File: config.mk
export PLATFORM = sky130hd
export DESIGN_NAME = fips_topk_list
export DESIGN_NICKNAME = d
export VERILOG_FILES = /design/src/design/fips_pkg.sv /design/src/design/fips_topk_list.sv
export SDC_FILE = /design/constraint.sdc
export NUM_CORES = 2
export LEC_CHECK = 0
export BUFFER_PORTS_ARGS = -buffer_cell sky130_fd_sc_hd__buf_4
export CAP_MARGIN = 20
export CORE_MARGIN = 2
export CORE_UTILIZATION = 55
export CTS_CLUSTER_DIAMETER = 30
export DETAILED_ROUTE_END_ITERATION = 8
export MAX_ROUTING_LAYER = met4
export PLACE_DENSITY = 0.76
export REMOVE_ABC_BUFFERS = 1
export SLEW_MARGIN = 25
export SYNTH_ARGS = -nofsm -noshare
export SYNTH_HDL_FRONTEND = slang
export SYNTH_SLANG_ARGS = --single-unit
export TNS_END_PERCENT = 100
File: constraint.sdc
create_clock -name clk_i -period 8.6 [get_ports clk_i]
set_input_delay 1.72 -clock clk_i [delete_from_list [all_inputs] [get_ports clk_i]]
set_output_delay 1.72 -clock clk_i [all_outputs]
set_load 0.03 [all_outputs]
File: src/design/fips_pkg.sv
// ---------------------------------------------------------------------------
// fips_pkg
// Shared sizes, codes and types of the inner-product top-k search unit.
// ---------------------------------------------------------------------------
`default_nettype none

package fips_pkg;

  // store geometry
  localparam int unsigned MAX_ENTRIES = 1024;
  localparam int unsigned MAX_LENGTH  = 256;
  localparam int unsigned MAX_TOP     = 16;
  localparam int unsigned ELEM_W      = 16;

  localparam int unsigned ENTRY_W  = $clog2(MAX_ENTRIES);
  localparam int unsigned COUNT_W  = ENTRY_W + 1;
  localparam int unsigned POS_W    = $clog2(MAX_LENGTH);
  localparam int unsigned LEN_W    = 9;
  localparam int unsigned TOP_W    = $clog2(MAX_TOP);
  localparam int unsigned TOPK_W   = 5;
  localparam int unsigned STORE_AW = ENTRY_W + POS_W;

  // arithmetic widths: exact sum of MAX_LENGTH products plus sign
  localparam int unsigned PROD_W  = 2 * ELEM_W;
  localparam int unsigned ACC_W   = PROD_W + POS_W;
  localparam int unsigned SCORE_W = 38;
  localparam int unsigned ID_W    = 64;
  localparam int unsigned OP_W    = 2;
  localparam int unsigned RANK_W  = 4;

  // Q8.30 clamp bound, 2^36
  localparam logic signed [SCORE_W-1:0] SCORE_MAX = 38'sh10_0000_0000;

  // configuration port
  localparam int unsigned CFG_IDX_W  = 1;
  localparam int unsigned CFG_DATA_W = LEN_W;
  localparam logic [CFG_IDX_W-1:0] REG_TOP_K         = 1'b0;
  localparam logic [CFG_IDX_W-1:0] REG_VECTOR_LENGTH = 1'b1;

  // request operation codes
  typedef enum logic [OP_W-1:0] {
    OP_LOAD  = 2'd0,
    OP_QUERY = 2'd1,
    OP_CLEAR = 2'd2
  } op_e;

  // tag that travels with each element pair through the dot-product pipe
  typedef struct packed {
    logic               valid;
    logic               first;
    logic               last;
    logic [ENTRY_W-1:0] entry;
  } scan_tag_t;

endpackage

`default_nettype wire

File: src/design/fips_topk_list.sv
// ---------------------------------------------------------------------------
// fips_topk_list
// Sorted list of the best scores so far; one insertion per cycle with all
// slots compared at once, ties keep the earlier entry ahead.
// ---------------------------------------------------------------------------
`default_nettype none

module fips_topk_list (
  input  logic                                 clk_i,
  input  logic                                 rst_ni,
  input  logic                                 start_i,
  input  logic        [fips_pkg::TOPK_W-1:0]   k_i,
  input  logic                                 ins_valid_i,
  input  logic signed [fips_pkg::SCORE_W-1:0]  ins_score_i,
  input  logic        [fips_pkg::ENTRY_W-1:0]  ins_entry_i,
  input  logic        [fips_pkg::TOP_W-1:0]    rd_idx_i,
  output logic signed [fips_pkg::SCORE_W-1:0]  rd_score_o,
  output logic        [fips_pkg::ENTRY_W-1:0]  rd_entry_o
);
  import fips_pkg::*;

  logic signed [SCORE_W-1:0] score_q [MAX_TOP];
  logic        [ENTRY_W-1:0] entry_q [MAX_TOP];
  logic        [TOPK_W-1:0]  fill_q;
  logic        [MAX_TOP-1:0] ins;
  logic        [MAX_TOP-1:0] prev_ins;

  // a slot moves when it is empty or the new score beats it
  always_comb begin
    for (int j = 0; j < MAX_TOP; j++) begin
      ins[j] = (TOPK_W'(j) >= fill_q) || (ins_score_i > score_q[j]);
    end
    prev_ins[0] = 1'b0;
    for (int j = 1; j < MAX_TOP; j++) begin
      prev_ins[j] = ins[j-1];
    end
  end

  // new value lands at the first moving slot, the ones below shift down
  always_ff @(posedge clk_i) begin
    if (ins_valid_i) begin
      if ((k_i != '0) && ins[0]) begin
        score_q[0] <= ins_score_i;
        entry_q[0] <= ins_entry_i;
      end
      for (int j = 1; j < MAX_TOP; j++) begin
        if ((TOPK_W'(j) < k_i) && ins[j]) begin
          if (!prev_ins[j]) begin
            score_q[j] <= ins_score_i;
            entry_q[j] <= ins_entry_i;
          end else begin
            score_q[j] <= score_q[j-1];
            entry_q[j] <= entry_q[j-1];
          end
        end
      end
    end
  end

  // fill level
  always_ff @(posedge clk_i or negedge rst_ni) begin
    if (!rst_ni) begin
      fill_q <= '0;
    end else if (start_i) begin
      fill_q <= '0;
    end else if (ins_valid_i && (fill_q < k_i)) begin
      fill_q <= fill_q + 1'b1;
    end
  end

  assign rd_score_o = score_q[rd_idx_i];
  assign rd_entry_o = entry_q[rd_idx_i];

endmodule

`default_nettype wire

==> results.md <==
* Crit path kind: in2out
* CTS root buf: clkbuf_16
* Sw Share at between 20 and 30%
* Gr busiest metal: met2
* Placeable core area at 96700 µm²
* Post-synthesis sequential area ratio at 43.1%
* Vias per std cell at a little under 7
* Width of the die at between 300 and 400 µm
* Placed cells at roughly 5500
* Reg-to-reg startpoint: score_q[13][35]$_DFFE_PP_
* Setup crit start kind: primary input
* Overflow left after global routing at 0
* Minimum clock period at approximately 6.0 ns
* Sw Pwr at 4.11 mW
* FP Rows at roughly 110
* Layout area overhead at 16.2%
* Post-synth top area share at 42.9%
* Max frequency at ~170 MHz
* Setup_tns at 0 ns
* Sequential cell area at approximately 23000 µm²
* Num ports at approximately 110
* Max-slew violations at 0
* List of most frequent post-synthesis cells: edfxtp_1, inv_1, mux2_2
* # H-tree levels at 4
* Detailed-route wire length per cell at 31.2 µm
* Area of the multi-input gates at 27600 µm²
* DR vias at 39449
* PostCTS Resize Cnt at 0
* Asr flop ratio synth at less than 1%
* Hold Path End: entry_q[4][5]$_DFFE_PP_
* CTS tree: yes
* Leak pwr at 26.3 nW
* Min-Delay Startpoint: entry_q[3][5]$_DFFE_PP_
* Util after Layout at 64.6%
* Fill cells at between 7000 and 8000
* Num CTS Buffers at between 150 and 200
* Critical Path RT at ~6.9 ns
* Post-route DRC at 0
* Final setup vio count at 0
* Clock Pin Slew Worst Setup and Hold Paths at ~0.050 ns
* Clock network power share at approximately 49%
* Post-Syn Instances at 4248
* #FFs+latches synth at around 770
* Synth Flop Type: edfxtp_1
* RR Endpoint: score_q[14][34]$_DFFE_PP_
* Hold-fix buffers, CTS at 0
* Maxcap violations at 0
* Postcts setup bufs at 0
* Synth area leader: edfxtp_1
* Clock net sink count at approximately 770
* Total number of yosys warnings at 0
* Mapped Area at approximately 54000 µm²
* PortBufs at roughly 110
* Met1 GRT Util at 47.3%
* Hold WC Path Type: reg2reg
* Initial antenna violation count at 11
* DR iter-0 viols at 5309
* First-pass GRT wire length at roughly 260000 µm
* Synth area leaders: edfxtp_1, ha_1, mux2_2, mux4_2, inv_1
* Layout cells sized above 1 at a little under a third
* Pwr dens at roughly 230 nW/µm²
* GPL Wtd Cong at approximately 1.1
* Number of global-route vias before repair at around 40000
* Clock Tree Buf Depth at 3
* Outcome: complete, no violations
* Met3 track utilization from global routing at 8.82%
* Int Power at between 10 and 15 mW
* Combinational power share at approximately 17%
* Slew @ Worst Pin at 1.16 ns
* Max VDD drop at about 0.00019 V
* Die H at around 320 µm
* R2R setup slack at 3.71 ns
* Hold Path Depth at 1
* All-Layer GR Usage at 37.7%
* Slew headroom at 23.0%
* Largest net degree at the start of global routing at approximately 80
* Reg2Reg Depth at 12
* Arr. time, crit path at approximately 4.3 ns
* Post-DP HPWL at approximately 120000 µm
* Die ar. at between 100000 and 150000 µm²
* # nets final at just over 5000
* Final Instance Count excl. Fillers at approximately 6000
* Final Hold Fails at 0
* Starting Density at a little under three fifths
* Number of synthesized flops with an enable pin at 768
* M2 GR Usage at 55.7%
* RSZ-0062 raised after global routing: no
* Final wirelength at 183000 µm
* Worst Skew at between 0.03 and 0.04 ns
* Detailed-router iteration count before antenna repair at 8
* Netlist cell types at 73
* CP Capture Type: output port
* Seq pwr share at 33.5%
* ANT nets after route at 0
* Most frequent cell after synthesis: edfxtp_1
* Clk_lat worst skew at around 0.79 ns
* Final period util at a little over two thirds
* Max FO, Critical Path at between 50 and 60
* Avg Inst Size Synth at approximately 13 µm²
worst max-delay path, cell delays in order:
cell,delay (ns)
buf_8,0.56
buf_4,0.58
mux4_2,0.64
mux4_2,0.53
buf_4,0.20
through the flow:
stage | power, mW | instance area [µm²] | setup slack, ns | hold WS (ns)
floorplan | 6.24 | 52900 | -1.49 | 0.523
global placement | 7.15 | 55900 | 2.04 | 0.536
detailed placement | 7.23 | 56000 | 2.06 | 0.548
CTS | 14.3 | 62300 | 2.56 | 0.565
global route | 14.7 | 62500 | 2.46 | 0.578
finish | 14.3 | 62500 | 2.56 | 0.558
cell usage in the layout, fill, tap and decap left out, types with 8 or more instances in the layout:
| cell type | Yosys | routed |
|---|---|---|
| edfxtp_1 | 768 | 768 |
| inv_1 | 630 | 629 |
| mux2_2 | 628 | 628 |
| ha_1 | 615 | 615 |
| mux4_2 | 240 | 240 |
| a21oi_1 | 197 | 194 |
| clkbuf_16 | 0 | 188 |
| o21ai_0 | 157 | 157 |
| buf_4 | 8 | 142 |
| a21o_1 | 129 | 129 |
| nand2_1 | 114 | 111 |
| nand4_1 | 104 | 104 |
| nor2_1 | 79 | 77 |
| nand3_1 | 59 | 57 |
| mux2_1 | 36 | 36 |
| clkinv_2 | 0 | 30 |
| nor2b_1 | 27 | 26 |
| clkbuf_1 | 118 | 25 |
| nor3_1 | 24 | 24 |
| clkinv_1 | 0 | 24 |
| a211oi_1 | 21 | 21 |
| bufinv_16 | 0 | 20 |
| clkinvlp_4 | 0 | 20 |
| mux2_4 | 19 | 19 |
| and4_1 | 18 | 18 |
| clkinv_4 | 0 | 17 |
| a221oi_1 | 15 | 15 |
| buf_12 | 0 | 14 |
| o211ai_1 | 13 | 13 |
| a31oi_1 | 12 | 12 |
| diode_2 | 0 | 10 |
| inv_6 | 0 | 10 |
| nor4_1 | 14 | 9 |
| or2_2 | 8 | 8 |
cell type report:
type | count | area share, %
antenna | 10 | 0.0401
clock buffer | 213 | 7.68
clock inverter | 133 | 2.36
inverter | 630 | 3.79
multi-input combinational | 2652 | 44.2
sequential | 773 | 37.1
tap | 1276 | 2.56
timing repair buffer | 160 | 2.29
per-layer routing:
| layer | up-vias | routed length (µm) | share of wire, % |
|---|---|---|---|
| met4 | 0 | 12400 | 6.8 |
| met2 | 2611 | 82300 | 45 |
| met3 | 637 | 19800 | 11 |
| li1 | 16522 | - | - |
| met5 | - | 0 | 0 |
| met1 | 19679 | 68000 | 37 |
power by group through the flow:
stage | Sequential, mW | Clock [mW] | Combinational (mW)
2_1_floorplan | 4.75 | 0 | 1.49
3_3_place_gp | 4.83 | 0 | 2.31
3_5_place_dp | 4.84 | 0 | 2.39
4_1_cts | 4.79 | 7.06 | 2.42
5_1_grt | 4.82 | 7.26 | 2.62
6_report | 4.80 | 7.06 | 2.47
how the worst max path moves through the flow:
| stage | start | endpoint | slack (ns) | cells after the start |
|---|---|---|---|---|
| after floorplan | ins_score_i[35] | entry_q[5][0]$_DFFE_PP_ | -1.49 | 10 |
| after global placement | ins_score_i[0] | score_q[13][29]$_DFFE_PP_ | 2.04 | 12 |
| after detailed placement | ins_score_i[0] | score_q[13][26]$_DFFE_PP_ | 2.06 | 12 |
| after CTS | rd_idx_i[0] | rd_score_o[6] | 2.56 | 5 |
| after global routing | rd_idx_i[0] | rd_score_o[9] | 2.46 | 5 |
| final | rd_idx_i[0] | rd_score_o[6] | 2.56 | 5 |
logic make-up (layout without fill, tap and decap cells):
family | after synthesis | in the layout | share of synthesized area [%]
AO/OA/AOI/OAI | 614 | 614 | 7.07
adder cells (fa/ha/maj) | 615 | 615 | 14.3
flip-flops | 773 | 773 | 43.1
buffers and inverters | 823 | 1136 | 6.00
AND/OR/NAND/NOR | 488 | 488 | 4.75
XOR/XNOR | 6 | 6 | 0.0978
other | 0 | 10 | 0
multiplexers | 929 | 929 | 24.6
flip-flops by register name (all words and copies together), names as in the netlist:
signal and cells:
score_q 608, fill_q 5, entry_q 160
(Power assumes the default switching activity.)
