[config.mk]
export PLATFORM = sky130hd
export DESIGN_NAME = fips_dot_unit
export DESIGN_NICKNAME = d
export VERILOG_FILES = /design/src/design/fips_pkg.sv /design/src/design/fips_dot_unit.sv
export SDC_FILE = /design/constraint.sdc
export NUM_CORES = 1
export LEC_CHECK = 0
export BUFFER_PORTS_ARGS = -buffer_cell sky130_fd_sc_hd__buf_2
export CORE_UTILIZATION = 60
export DETAILED_ROUTE_END_ITERATION = 8
export GPL_TIMING_DRIVEN = 1
export PLACE_DENSITY = 0.86
export SLEW_MARGIN = 20
export SYNTH_ARGS = -nofsm -noshare
export SYNTH_HDL_FRONTEND = slang
export SYNTH_SLANG_ARGS = --single-unit
[constraint.sdc]
create_clock -name clk_i -period 9 [get_ports clk_i]
set_input_delay 1.8 -clock clk_i [delete_from_list [all_inputs] [get_ports clk_i]]
set_output_delay 1.8 -clock clk_i [all_outputs]
set_load 0.03 [all_outputs]
[src/design/fips_pkg.sv]
// ---------------------------------------------------------------------------
// fips_pkg
// Shared sizes, codes and types of the inner-product top-k search unit.
// ---------------------------------------------------------------------------
`default_nettype none

package fips_pkg;

  // store geometry
  localparam int unsigned MAX_ENTRIES = 1024;
  localparam int unsigned MAX_LENGTH  = 256;
  localparam int unsigned MAX_TOP     = 16;
  localparam int unsigned ELEM_W      = 16;

  localparam int unsigned ENTRY_W  = $clog2(MAX_ENTRIES);
  localparam int unsigned COUNT_W  = ENTRY_W + 1;
  localparam int unsigned POS_W    = $clog2(MAX_LENGTH);
  localparam int unsigned LEN_W    = 9;
  localparam int unsigned TOP_W    = $clog2(MAX_TOP);
  localparam int unsigned TOPK_W   = 5;
  localparam int unsigned STORE_AW = ENTRY_W + POS_W;

  // arithmetic widths: exact sum of MAX_LENGTH products plus sign
  localparam int unsigned PROD_W  = 2 * ELEM_W;
  localparam int unsigned ACC_W   = PROD_W + POS_W;
  localparam int unsigned SCORE_W = 38;
  localparam int unsigned ID_W    = 64;
  localparam int unsigned OP_W    = 2;
  localparam int unsigned RANK_W  = 4;

  // Q8.30 clamp bound, 2^36
  localparam logic signed [SCORE_W-1:0] SCORE_MAX = 38'sh10_0000_0000;

  // configuration port
  localparam int unsigned CFG_IDX_W  = 1;
  localparam int unsigned CFG_DATA_W = LEN_W;
  localparam logic [CFG_IDX_W-1:0] REG_TOP_K         = 1'b0;
  localparam logic [CFG_IDX_W-1:0] REG_VECTOR_LENGTH = 1'b1;

  // request operation codes
  typedef enum logic [OP_W-1:0] {
    OP_LOAD  = 2'd0,
    OP_QUERY = 2'd1,
    OP_CLEAR = 2'd2
  } op_e;

  // tag that travels with each element pair through the dot-product pipe
  typedef struct packed {
    logic               valid;
    logic               first;
    logic               last;
    logic [ENTRY_W-1:0] entry;
  } scan_tag_t;

endpackage

`default_nettype wire

[src/design/fips_dot_unit.sv]
// ---------------------------------------------------------------------------
// fips_dot_unit
// Shared multiply-accumulate: one element product per cycle, a clamped
// Q8.30 score at the end of every stored vector.
// ---------------------------------------------------------------------------
`default_nettype none

module fips_dot_unit (
  input  logic                                     clk_i,
  input  logic                                     rst_ni,
  input  fips_pkg::scan_tag_t                      tag_i,
  input  logic signed [fips_pkg::ELEM_W-1:0]       vec_i,
  input  logic signed [fips_pkg::ELEM_W-1:0]       qry_i,
  output logic                                     score_valid_o,
  output logic signed [fips_pkg::SCORE_W-1:0]      score_o,
  output logic        [fips_pkg::ENTRY_W-1:0]      entry_o
);
  import fips_pkg::*;

  localparam logic signed [ACC_W-1:0] ACC_MAX = ACC_W'(SCORE_MAX);
  localparam logic signed [ACC_W-1:0] ACC_MIN = -ACC_MAX;

  scan_tag_t                  tag_q;
  logic signed [PROD_W-1:0]   prod_q;
  logic signed [ACC_W-1:0]    acc_q;
  logic signed [ACC_W-1:0]    acc_base;
  logic signed [ACC_W-1:0]    acc_sum;
  logic signed [SCORE_W-1:0]  sat_score;
  logic                       score_valid_q;
  logic signed [SCORE_W-1:0]  score_q;
  logic        [ENTRY_W-1:0]  entry_q;

  // product stage
  always_ff @(posedge clk_i or negedge rst_ni) begin
    if (!rst_ni) begin
      tag_q <= '0;
    end else begin
      tag_q <= tag_i;
    end
  end

  always_ff @(posedge clk_i) begin
    prod_q <= vec_i * qry_i;
  end

  // accumulate, restart on the first element of each vector
  always_comb begin
    acc_base = tag_q.first ? '0 : acc_q;
    acc_sum  = acc_base + {{(ACC_W-PROD_W){prod_q[PROD_W-1]}}, prod_q};
    if (acc_sum > ACC_MAX) begin
      sat_score = SCORE_MAX;
    end else if (acc_sum < ACC_MIN) begin
      sat_score = -SCORE_MAX;
    end else begin
      sat_score = acc_sum[SCORE_W-1:0];
    end
  end

  always_ff @(posedge clk_i) begin
    if (tag_q.valid) begin
      acc_q <= acc_sum;
    end
    if (tag_q.valid && tag_q.last) begin
      score_q <= sat_score;
      entry_q <= tag_q.entry;
    end
  end

  always_ff @(posedge clk_i or negedge rst_ni) begin
    if (!rst_ni) begin
      score_valid_q <= 1'b0;
    end else begin
      score_valid_q <= tag_q.valid && tag_q.last;
    end
  end

  assign score_valid_o = score_valid_q;
  assign score_o       = score_q;
  assign entry_o       = entry_q;

endmodule

`default_nettype wire

==> results of run 1 <==
[final cells by class]
class	instances	area share, %
multi-input combinational	1164	64.6
sequential	134	20.3
inverter	310	6.52
timing repair buffer	100	2.94
tap	341	2.39
clock buffer	17	2.38
clock inverter	15	0.862
[worst reg2reg max path: stages (launching register included)]
cell and delay (ns):
dfrtp_1 0.34, buf_4 0.41, nand2b_1 0.24, inv_1 0.06
ha_1 0.29, a211oi_2 0.26, o21ai_0 0.18, a21oi_2 0.32
a32oi_4 0.24, a31o_4 0.32, and2_4 0.16, xnor2_2 0.19
inv_1 0.07, or4_1 0.56, nand4b_1 0.19, o211a_1 0.64
nor4_1 0.45
[per-stage QoR]
step / instance area [um^2] / setup WS (ns) / hold slack (ns)
finish: 17900 / 1.34 / 0.423
global route: 17900 / 1.02 / 0.429
CTS: 17800 / 1.35 / 0.427
detailed placement: 17300 / 0.892 / 0.410
global placement: 17300 / 1.02 / 0.403
floorplan: 16600 / 1.46 / 0.401
[sequential cells by signal (all words and copies together) (netlist names)]
signal	flops
entry_o	10
acc_q	40
score_o	38
tag_q	13
prod_q	32
score_valid_o	1
[synthesized netlist by cell type, types with 4 or more instances]
cell / n / area share [%]
a211oi_1: 4 / 0.18
a21o_1: 25 / 1.1
a21oi_1: 60 / 1.8
a31oi_1: 9 / 0.34
and2_1: 125 / 4.7
and3_1: 7 / 0.26
clkbuf_1: 52 / 1.2
dfrtp_1: 14 / 2.1
dfxtp_1: 32 / 3.9
edfxtp_1: 88 / 16
fa_1: 263 / 32
ha_1: 121 / 9.1
inv_1: 310 / 7.0
nand2_1: 163 / 3.7
nand2b_1: 13 / 0.49
nand3_1: 17 / 0.51
nand4_1: 10 / 0.38
nand4b_1: 4 / 0.21
nor2_1: 52 / 1.2
nor2b_1: 48 / 1.8
nor3_1: 22 / 0.66
nor3_2: 9 / 0.54
nor3b_1: 6 / 0.27
nor3b_2: 10 / 0.75
nor4_1: 6 / 0.23
o211a_1: 5 / 0.30
o21a_1: 11 / 0.50
o21ai_0: 27 / 0.81
o21bai_1: 13 / 0.59
or2_2: 4 / 0.15
or3_1: 5 / 0.19
xnor2_1: 48 / 2.5
xor2_1: 22 / 1.2
[per-layer routing]
layer	vias to the layer above	share of wire (%)
met5	-	0
met4	0	1.1
met3	45	7.0
met2	445	49
met1	5852	42
li1	5433	-
[path summary, 6_finish.rpt]
kind | endpoint | slack (ns) | cells after the start
max | prod_q[31] | 1.34 | 22
min reg2reg | entry_o[5] | 0.42 | 0
max in group asynchronous | tag_q[9] | 7.50 | 1
min | entry_o[5] | 0.42 | 0
min in group asynchronous | tag_q[0] | 1.26 | 1
max reg2reg | score_o[4] | 3.88 | 16
[logic make-up after synthesis]
group	count (synthesis)	share of synthesized area, %
fa+ha+maj	384	40.9
compound gates	198	8.29
buf+inv	369	8.57
xor+xnor	71	3.80
flops	134	21.9
mux	1	0.0604
simple gates	510	16.5
==> reports/results.ini, run 1 <==
[run]
drv_cap = 0

[layout]
final_common_cell = inv_1
num-fill-cells = 2023
drive_gt1_share_pct = 9.89
nets = 2158
area_growth_pct = 7.70
stdcell_count = 2081
fin_util_pct = 66.1
multiInputGateArea_um2 = 11500
final_cell_mix = inv_1 (310), fa_1 (263), nand2_1 (163)
ff_latch_area_um2 = 3630
n_antenna_cell = 0

[floorplan]
initial_core_util_pct = 61.4
die_area_um2 = 28300
die_width_um = 168
fp.dieH_um = 168
placementRows = 60
coreArea_um2 = 27000
io_pins = 96

[yosys]
synth_area_um2 = 16600
synth-main-ff-cell = edfxtp_1
yosysUniqueCellTypes = 71
syn_nets = 2098
syn_area_per_cell_um2 = 9.95
synth-edff-count = 88
synth-seq-area-share_pct = 21.9
synth_seq_cells = 134
ys_warn_count = 0
syn_inst = 1667
async_flop_share_pct = 10.4

[worst_setup_path]
worstPathRequired_ns = 9.36
crit_top_cell = fa_1
r2r_start = tag_q[11]
cp_cell_sequence = buf_2 -> nand2_1 -> fa_1 -> fa_1 -> inv_1 -> fa_1 -> inv_1 -> fa_1 -> fa_1 -> fa_1 -> inv_1 -> ha_1 -> a21o_1 -> a221o_1 -> a21oi_1 -> a21oi_1 -> o21ai_0 -> a31oi_1 -> o41ai_1 -> o21bai_1 -> a21oi_1 -> xnor2_1
critPathSlowestCell = fa_1
worstPathArrival_ns = 8.02
crit_buf_inv = 4
end_kind = flip-flop
critPathKind = in2reg
startpoint_type = primary input
critPathMaxFanout = 16
crit_family = adder cells
setup.worst_path.start = qry_i[1]
worst_path_largest_cell_delay_ns = 0.56

[drt]
finalWirelength_um = 37300
vias = 11775
routedWlPerCell_um = 17.9
detail_route.vias_per_cell = 5.66
drtIter0Drc = 928
drtAntennaViolNets = 0
dr.pass1.iters = 5
drc = 0

[cts]
cts_sinks = 134
root_buffer = clkbuf_16
cts.reportedPaths.clkPinSlew_ns = 0.07
ctsResizeCount = 0
clk_latency_ns = 0.43
cts_tree = yes
htreeDepth = 4
cts.path.max_buffers = 2
cts_setup_buffers = 0
cts.hold.buffers_added = 0
cts_buffers = 17

[placed_design]
dpl.cell_count = 2048
detailed_place_hpwl_um = 29700
io_buffers = 95
routabilityCongestion = 0.939

[worst_hold_path]
min_from = tag_q[5]
hp-class = reg2reg

[grt]
grt_usage_pct = 27.9
grt_pass1_wl_um = 62200
gr-usage-met3_pct = 3.78
grt_pass1_vias = 12411
met1_usage_pct = 37.7
grtUsageMet2_pct = 48.1
antenna_found_initial = 0
overflow = 0
busiest_layer = met2
grt_max_degree = 50

[sta]
fmax_ghz = 0.131
fin_tns_setup_ns = 0
fin_skew_ns = 0.00924
rsz0062_at_grt = false
max_slew.worst_pin.slew_ns = 1.06
fin_crit_ns = 7.66
setup_viol = 0
period_share_pct = 85.1
slew_headroom_pct = 28.7
slew_viol_final = 0
timing_hold_violations_final = 0

[status]
status = completed

Power of run 1 is left out: the tool's default activity adds up to more than one toggle a clock period on the data nets, which glitch-free logic cannot reach.
==> run 2: changes to the inputs <==
--- a/config.mk
+++ b/config.mk
@@ -6,10 +6,13 @@
 export NUM_CORES = 1
 export LEC_CHECK = 0
 export BUFFER_PORTS_ARGS = -buffer_cell sky130_fd_sc_hd__buf_2
-export CORE_UTILIZATION = 60
+export CELL_PAD_IN_SITES_DETAIL_PLACEMENT = 1
+export CELL_PAD_IN_SITES_GLOBAL_PLACEMENT = 1
+export CORE_MARGIN = 2
+export CORE_UTILIZATION = 54
 export DETAILED_ROUTE_END_ITERATION = 8
 export GPL_TIMING_DRIVEN = 1
-export PLACE_DENSITY = 0.86
+export PLACE_DENSITY = 0.95
 export SLEW_MARGIN = 20
 export SYNTH_ARGS = -nofsm -noshare
 export SYNTH_HDL_FRONTEND = slang
==> reports/results.ini, run 2 (synthesis results as in run 1) <==
[grt]
busiest_layer = met2
grtUsageMet2_pct = 62.9  ; +15 points
grt_pass1_wl_um = 82100  ; +32%
gr-usage-met3_pct = 5.20  ; +1.4 points
overflow = 0  ; unchanged
met1_usage_pct = 37.6  ; -0.092 points
antenna_found_initial = 0  ; unchanged
grt_usage_pct = 34.1  ; +6.2 points
grt_pass1_vias = 14874  ; +20%
grt_max_degree = 50  ; unchanged

[layout]
top_register = acc_q
nets = 2157  ; -0.046%
area_growth_pct = 8.19
num-fill-cells = 3390  ; +68%
multiInputGateArea_um2 = 11500  ; about the same
ff_latch_area_um2 = 3630  ; unchanged
fin_util_pct = 59.0  ; -7.1 points
largest_reg_flops = 40  ; unchanged
drive_gt1_share_pct = 9.89  ; about the same
final_cell_mix = inv_1 (310), fa_1 (263), nand2_1 (163)
n_antenna_cell = 0  ; unchanged
final_common_cell = inv_1

[drt]
vias = 12759  ; +8.4%
dr.pass1.iters = 6  ; +1
drc = 0  ; unchanged
drtAntennaViolNets = 0  ; unchanged
routedWlPerCell_um = 24.3  ; +36%
detail_route.vias_per_cell = 5.98  ; +5.6%
drtIter0Drc = 820  ; -12%
finalWirelength_um = 51900  ; +39%

[worst_setup_path]
end_kind = flip-flop
worstPathRequired_ns = 9.36  ; about the same
worst_path_largest_cell_delay_ns = 0.93  ; +0.37 ns
worst-r2r-setup-slack_ns = 3.74  ; -0.14 ns
critPathSlowestCell = fa_1
startpoint_type = primary input
cp_cell_sequence = buf_2 -> nand2_1 -> inv_1 -> fa_1 -> fa_1 -> fa_1 -> fa_1 -> fa_1 -> inv_1 -> fa_1 -> inv_1 -> ha_1 -> o21ai_0 -> nand2b_1 -> a31o_2 -> a21oi_1 -> o31a_1 -> a31oi_1 -> a211o_1 -> a21oi_1 -> xnor2_1
critPathMaxFanout = 16  ; unchanged
crit_buf_inv = 4  ; unchanged
crit_family = adder cells
worstPathArrival_ns = 8.21  ; +0.19 ns
crit_top_cell = fa_1
critPathKind = in2reg

[floorplan]
die_area_um2 = 32100  ; +13%
initial_core_util_pct = 54.5  ; -6.9 points
placementRows = 64  ; +6.7%
die_width_um = 179  ; +6.5%
io_pins = 96  ; unchanged
fp.dieH_um = 179  ; +6.5%
coreArea_um2 = 30400  ; +13%

[sta]
setup_viol = 0  ; unchanged
period_share_pct = 87.2  ; +2.2 points
slew_viol_final = 0  ; unchanged
fin_tns_setup_ns = 0  ; unchanged
max_slew.worst_pin.slew_ns = 1.06  ; -0.000450 ns
fin_skew_ns = 0.0119  ; +0.00270 ns
fin_crit_ns = 7.85  ; +0.195 ns
fmax_ghz = 0.127  ; -2.5%
hold_ws_ns = 0.422  ; -0.000737 ns
slew_headroom_pct = 28.5  ; -0.19 points
timing_hold_violations_final = 0  ; unchanged
rsz0062_at_grt = false

[cts]
cts.path.max_buffers = 2  ; unchanged
cts_setup_buffers = 0  ; unchanged
cts.reportedPaths.clkPinSlew_ns = 0.06  ; about the same
root_buffer = clkbuf_16
cts_tree = yes
cts_sinks = 134  ; unchanged
cts_buffers = 17  ; unchanged
clk_latency_ns = 0.44  ; about the same
htreeDepth = 4  ; unchanged
cts.hold.buffers_added = 0  ; unchanged
ctsResizeCount = 0  ; unchanged

[run]
drv_cap = 0  ; unchanged

[status]
status = completed

[placed_design]
routabilityCongestion = 0.926  ; -1.4%
io_buffers = 95  ; unchanged
detailed_place_hpwl_um = 40800  ; +37%

[worst_hold_path]
hp-class = reg2reg

[run 2: cell count changes in the layout (fill, tap and decap cells not counted), sizes merged]
cell / delta
clkinvlp: +1
buf: -1
clkinv: -3
bufinv: +2
[run 2: cell type report]
cell class / count / area share, %
repair buffers: 99 / 2.82
clock buffers: 17 / 2.37
flip-flops and latches: 134 / 20.3
well taps: 396 / 2.76
clock inverters: 15 / 1.03
inverters: 310 / 6.49
multi-input cells: 1164 / 64.3
[run 2: worst register-to-register path, delay by kind of cell (launching register included)]
| kind | cells | cell delay [ns] |
|---|---|---|
| DFF | 1 | 0.38 |
| xor gates and xnor gates | 1 | 0.39 |
| AOI/OAI and AO/OA | 3 | 1.18 |
| and+or+nand+nor | 8 | 2.10 |
| buffers and inverters | 2 | 0.35 |
| adders and majority gates | 2 | 0.64 |
[run 2: worst paths after layout]
kind	startpoint	to	cells after the start
max	qry_i[1]	prod_q[30]	21
min	tag_q[0]	entry_o[0]	0
max reg2reg	tag_q[11]	score_o[3]	16
min reg2reg	tag_q[0]	entry_o[0]	0
max in group asynchronous	rst_ni	tag_q[12]	1
min in group asynchronous	rst_ni	tag_q[4]	1
[run 2: through the flow]
| stage | std cells | instance area (um^2) | setup slack, ns |
|---|---|---|---|
| floorplan | 1667 | 16600 | 1.46 |
| detailed placement | 2103 | 17300 | 0.714 |
| global route | 2135 | 17900 | 0.795 |
| finish | 2135 | 17900 | 1.15 |
| global placement | 2103 | 17300 | 0.974 |
| CTS | 2135 | 17900 | 1.15 |
[run 2: metal layers]
metal  share of wire [%]  routed length (um)  up-vias
li1                    -                   -     5410
met1                  36               18400     6504
met2                  53               27300      628
met3                 5.9                3080      217
met4                 5.8                3020        0
met5                   0                   0        -
Power of run 2 is left out for the same reason.
==> run 3: changes to the inputs <==
--- a/config.mk
+++ b/config.mk
@@ -6,10 +6,10 @@
 export NUM_CORES = 1
 export LEC_CHECK = 0
 export BUFFER_PORTS_ARGS = -buffer_cell sky130_fd_sc_hd__buf_2
-export CELL_PAD_IN_SITES_DETAIL_PLACEMENT = 1
-export CELL_PAD_IN_SITES_GLOBAL_PLACEMENT = 1
+export CELL_PAD_IN_SITES_DETAIL_PLACEMENT = 2
+export CELL_PAD_IN_SITES_GLOBAL_PLACEMENT = 2
 export CORE_MARGIN = 2
-export CORE_UTILIZATION = 54
+export CORE_UTILIZATION = 45
 export DETAILED_ROUTE_END_ITERATION = 8
 export GPL_TIMING_DRIVEN = 1
 export PLACE_DENSITY = 0.95
==> reports/results.ini, run 3 (synthesis results as in run 1) <==
[floorplan]
initial_core_util_pct = 45.5  ; -9.0 points
die_width_um = 196  ; +9.3%
die_area_um2 = 38400  ; +20%
io_pins = 96  ; unchanged
fp.dieH_um = 196  ; +9.3%
placementRows = 70  ; +9.4%
coreArea_um2 = 36400  ; +20%

[grt]
overflow = 0  ; unchanged
grt_pass1_wl_um = 94200  ; +15%
antenna_found_initial = 0  ; unchanged
grt_max_degree = 50  ; unchanged
grt_pass1_vias = 15414  ; +3.6%
grt_usage_pct = 32.6  ; -1.5 points

[cts]
root_buffer = clkbuf_16
cts_setup_buffers = 0  ; unchanged
cts_buffers = 17  ; unchanged
ctsResizeCount = 0  ; unchanged
cts.hold.buffers_added = 0  ; unchanged
cts.path.max_buffers = 2  ; unchanged
clk_latency_ns = 0.45  ; about the same
cts.reportedPaths.clkPinSlew_ns = 0.06  ; about the same
cts_tree = yes
htreeDepth = 4  ; unchanged
cts_sinks = 134  ; unchanged

[sta]
fin_crit_ns = 8.04  ; +0.191 ns
fmax_ghz = 0.124  ; -2.4%
hold_ws_ns = 0.433  ; +0.0110 ns
setup_viol = 0  ; unchanged
rsz0062_at_grt = false
period_share_pct = 89.4  ; +2.1 points
fin_ws_ns = 0.958  ; -0.191 ns
fin_tns_setup_ns = 0  ; unchanged
fin_skew_ns = 0.0170  ; +0.00510 ns
slew_headroom_pct = 34.1  ; +5.6 points
slew_viol_final = 0  ; unchanged
max_slew.worst_pin.slew_ns = 0.976  ; -0.0801 ns
timing_hold_violations_final = 0  ; unchanged

[worst_setup_path]
critPathKind = in2reg
cp_cell_sequence = buf_2 -> nand2_1 -> fa_1 -> fa_1 -> inv_1 -> fa_1 -> inv_1 -> fa_1 -> fa_1 -> fa_1 -> inv_1 -> ha_1 -> a21o_1 -> a221o_1 -> a21oi_1 -> a21oi_1 -> o21ai_0 -> a31oi_1 -> o41ai_1 -> o21bai_1 -> a21oi_1 -> xnor2_1
end_kind = flip-flop
critPathSlowestCell = fa_1
crit_top_cell = fa_1
worst_path_largest_cell_delay_ns = 0.56  ; -0.37 ns
worstPathArrival_ns = 8.36  ; +0.15 ns
critPathMaxFanout = 16  ; unchanged
worstPathRequired_ns = 9.31  ; -0.05 ns
startpoint_type = primary input

[layout]
final_common_cell = inv_1
n_antenna_cell = 0  ; unchanged
num-fill-cells = 3810  ; +12%
top_register = acc_q
final_cell_mix = inv_1 (310), fa_1 (263), nand2_1 (163)
multiInputGateArea_um2 = 11500  ; unchanged
final_area_um2 = 18000  ; +0.46%
ff_latch_area_um2 = 3630  ; unchanged
nets = 2159  ; +0.093%
drive_gt1_share_pct = 9.65  ; -0.24 points
largest_reg_flops = 40  ; unchanged
area_growth_pct = 8.69

[placed_design]
placed_area_um2 = 17400  ; +0.61%
pre_cts_ws_ns = 0.597  ; -0.117 ns
detailed_place_hpwl_um = 47500  ; +16%
io_buffers = 95  ; unchanged
routabilityCongestion = 0.862  ; -6.9%

[drt]
drc = 0  ; unchanged
drtIter0Drc = 710  ; -13%
routedWlPerCell_um = 27.3  ; +12%
detail_route.vias_per_cell = 5.72  ; -4.3%
finalWirelength_um = 60300  ; +16%
vias = 12640  ; -0.93%
drtAntennaViolNets = 0  ; unchanged
dr.pass1.iters = 5  ; -1

[worst_hold_path]
hp-class = reg2reg

[run]
drv_cap = 0  ; unchanged

[status]
status = completed

-- run 3: changes by cell type in the layout (fill, tap and decap cells not counted) --
cell,delta
o211a_1,+1
o311ai_1,-1
o311ai_0,+1
inv_6,-3
o211a_2,-1
clkinv_2,+1
clkbuf_1,+3
inv_8,-3
clkinv_1,+2
buf_4,+2
clkinv_8,-1
bufinv_16,+1
-- run 3: path summary, 6_finish.rpt --
path | cells after the start | from | end | slack [ns]
worst max register to register | 17 | tag_q[11] | score_o[28] | 3.68
worst min register to register | 0 | tag_q[5] | entry_o[5] | 0.43
worst max-delay path | 22 | qry_i[1] | prod_q[31] | 0.96
worst min-delay path | 0 | tag_q[5] | entry_o[5] | 0.43
min in group asynchronous | 1 | rst_ni | tag_q[9] | 1.25
max in group asynchronous | 1 | rst_ni | tag_q[5] | 7.50
-- run 3: final cells by class --
cell class	instances	area share (%)
well taps	468	3.25
clock buffers	20	2.42
multi-input cells	1164	64.0
inverters	310	6.46
clock inverters	12	0.840
repair buffers	101	2.89
flip-flops and latches	134	20.2
-- run 3: worst max-delay path: cells and delay by family --
family                   cells  cell delay [ns]
AO/OA/AOI/OAI                9             2.33
XOR/XNOR                     1             0.08
adder cells (fa/ha/maj)      7             3.46
buffers and inverters        4             0.50
AND/OR/NAND/NOR              1             0.16
-- run 3: metrics by stage --
step           instances  util [%]
3_5_place_dp        2177      47.8
2_1_floorplan       1667         -
6_report            2209      49.5
3_3_place_gp        2177      47.8
4_1_cts             2209      49.5
5_1_grt             2209      49.5
-- run 3: routing by layer --
metal	up-vias	wire [um]	track usage (%)
met1	6677	23300	37.0
li1	5420	-	-
met4	0	2070	12.0
met2	414	32600	62.6
met3	129	2280	3.75
met5	-	0	0
Power of run 3 is left out for the same reason.
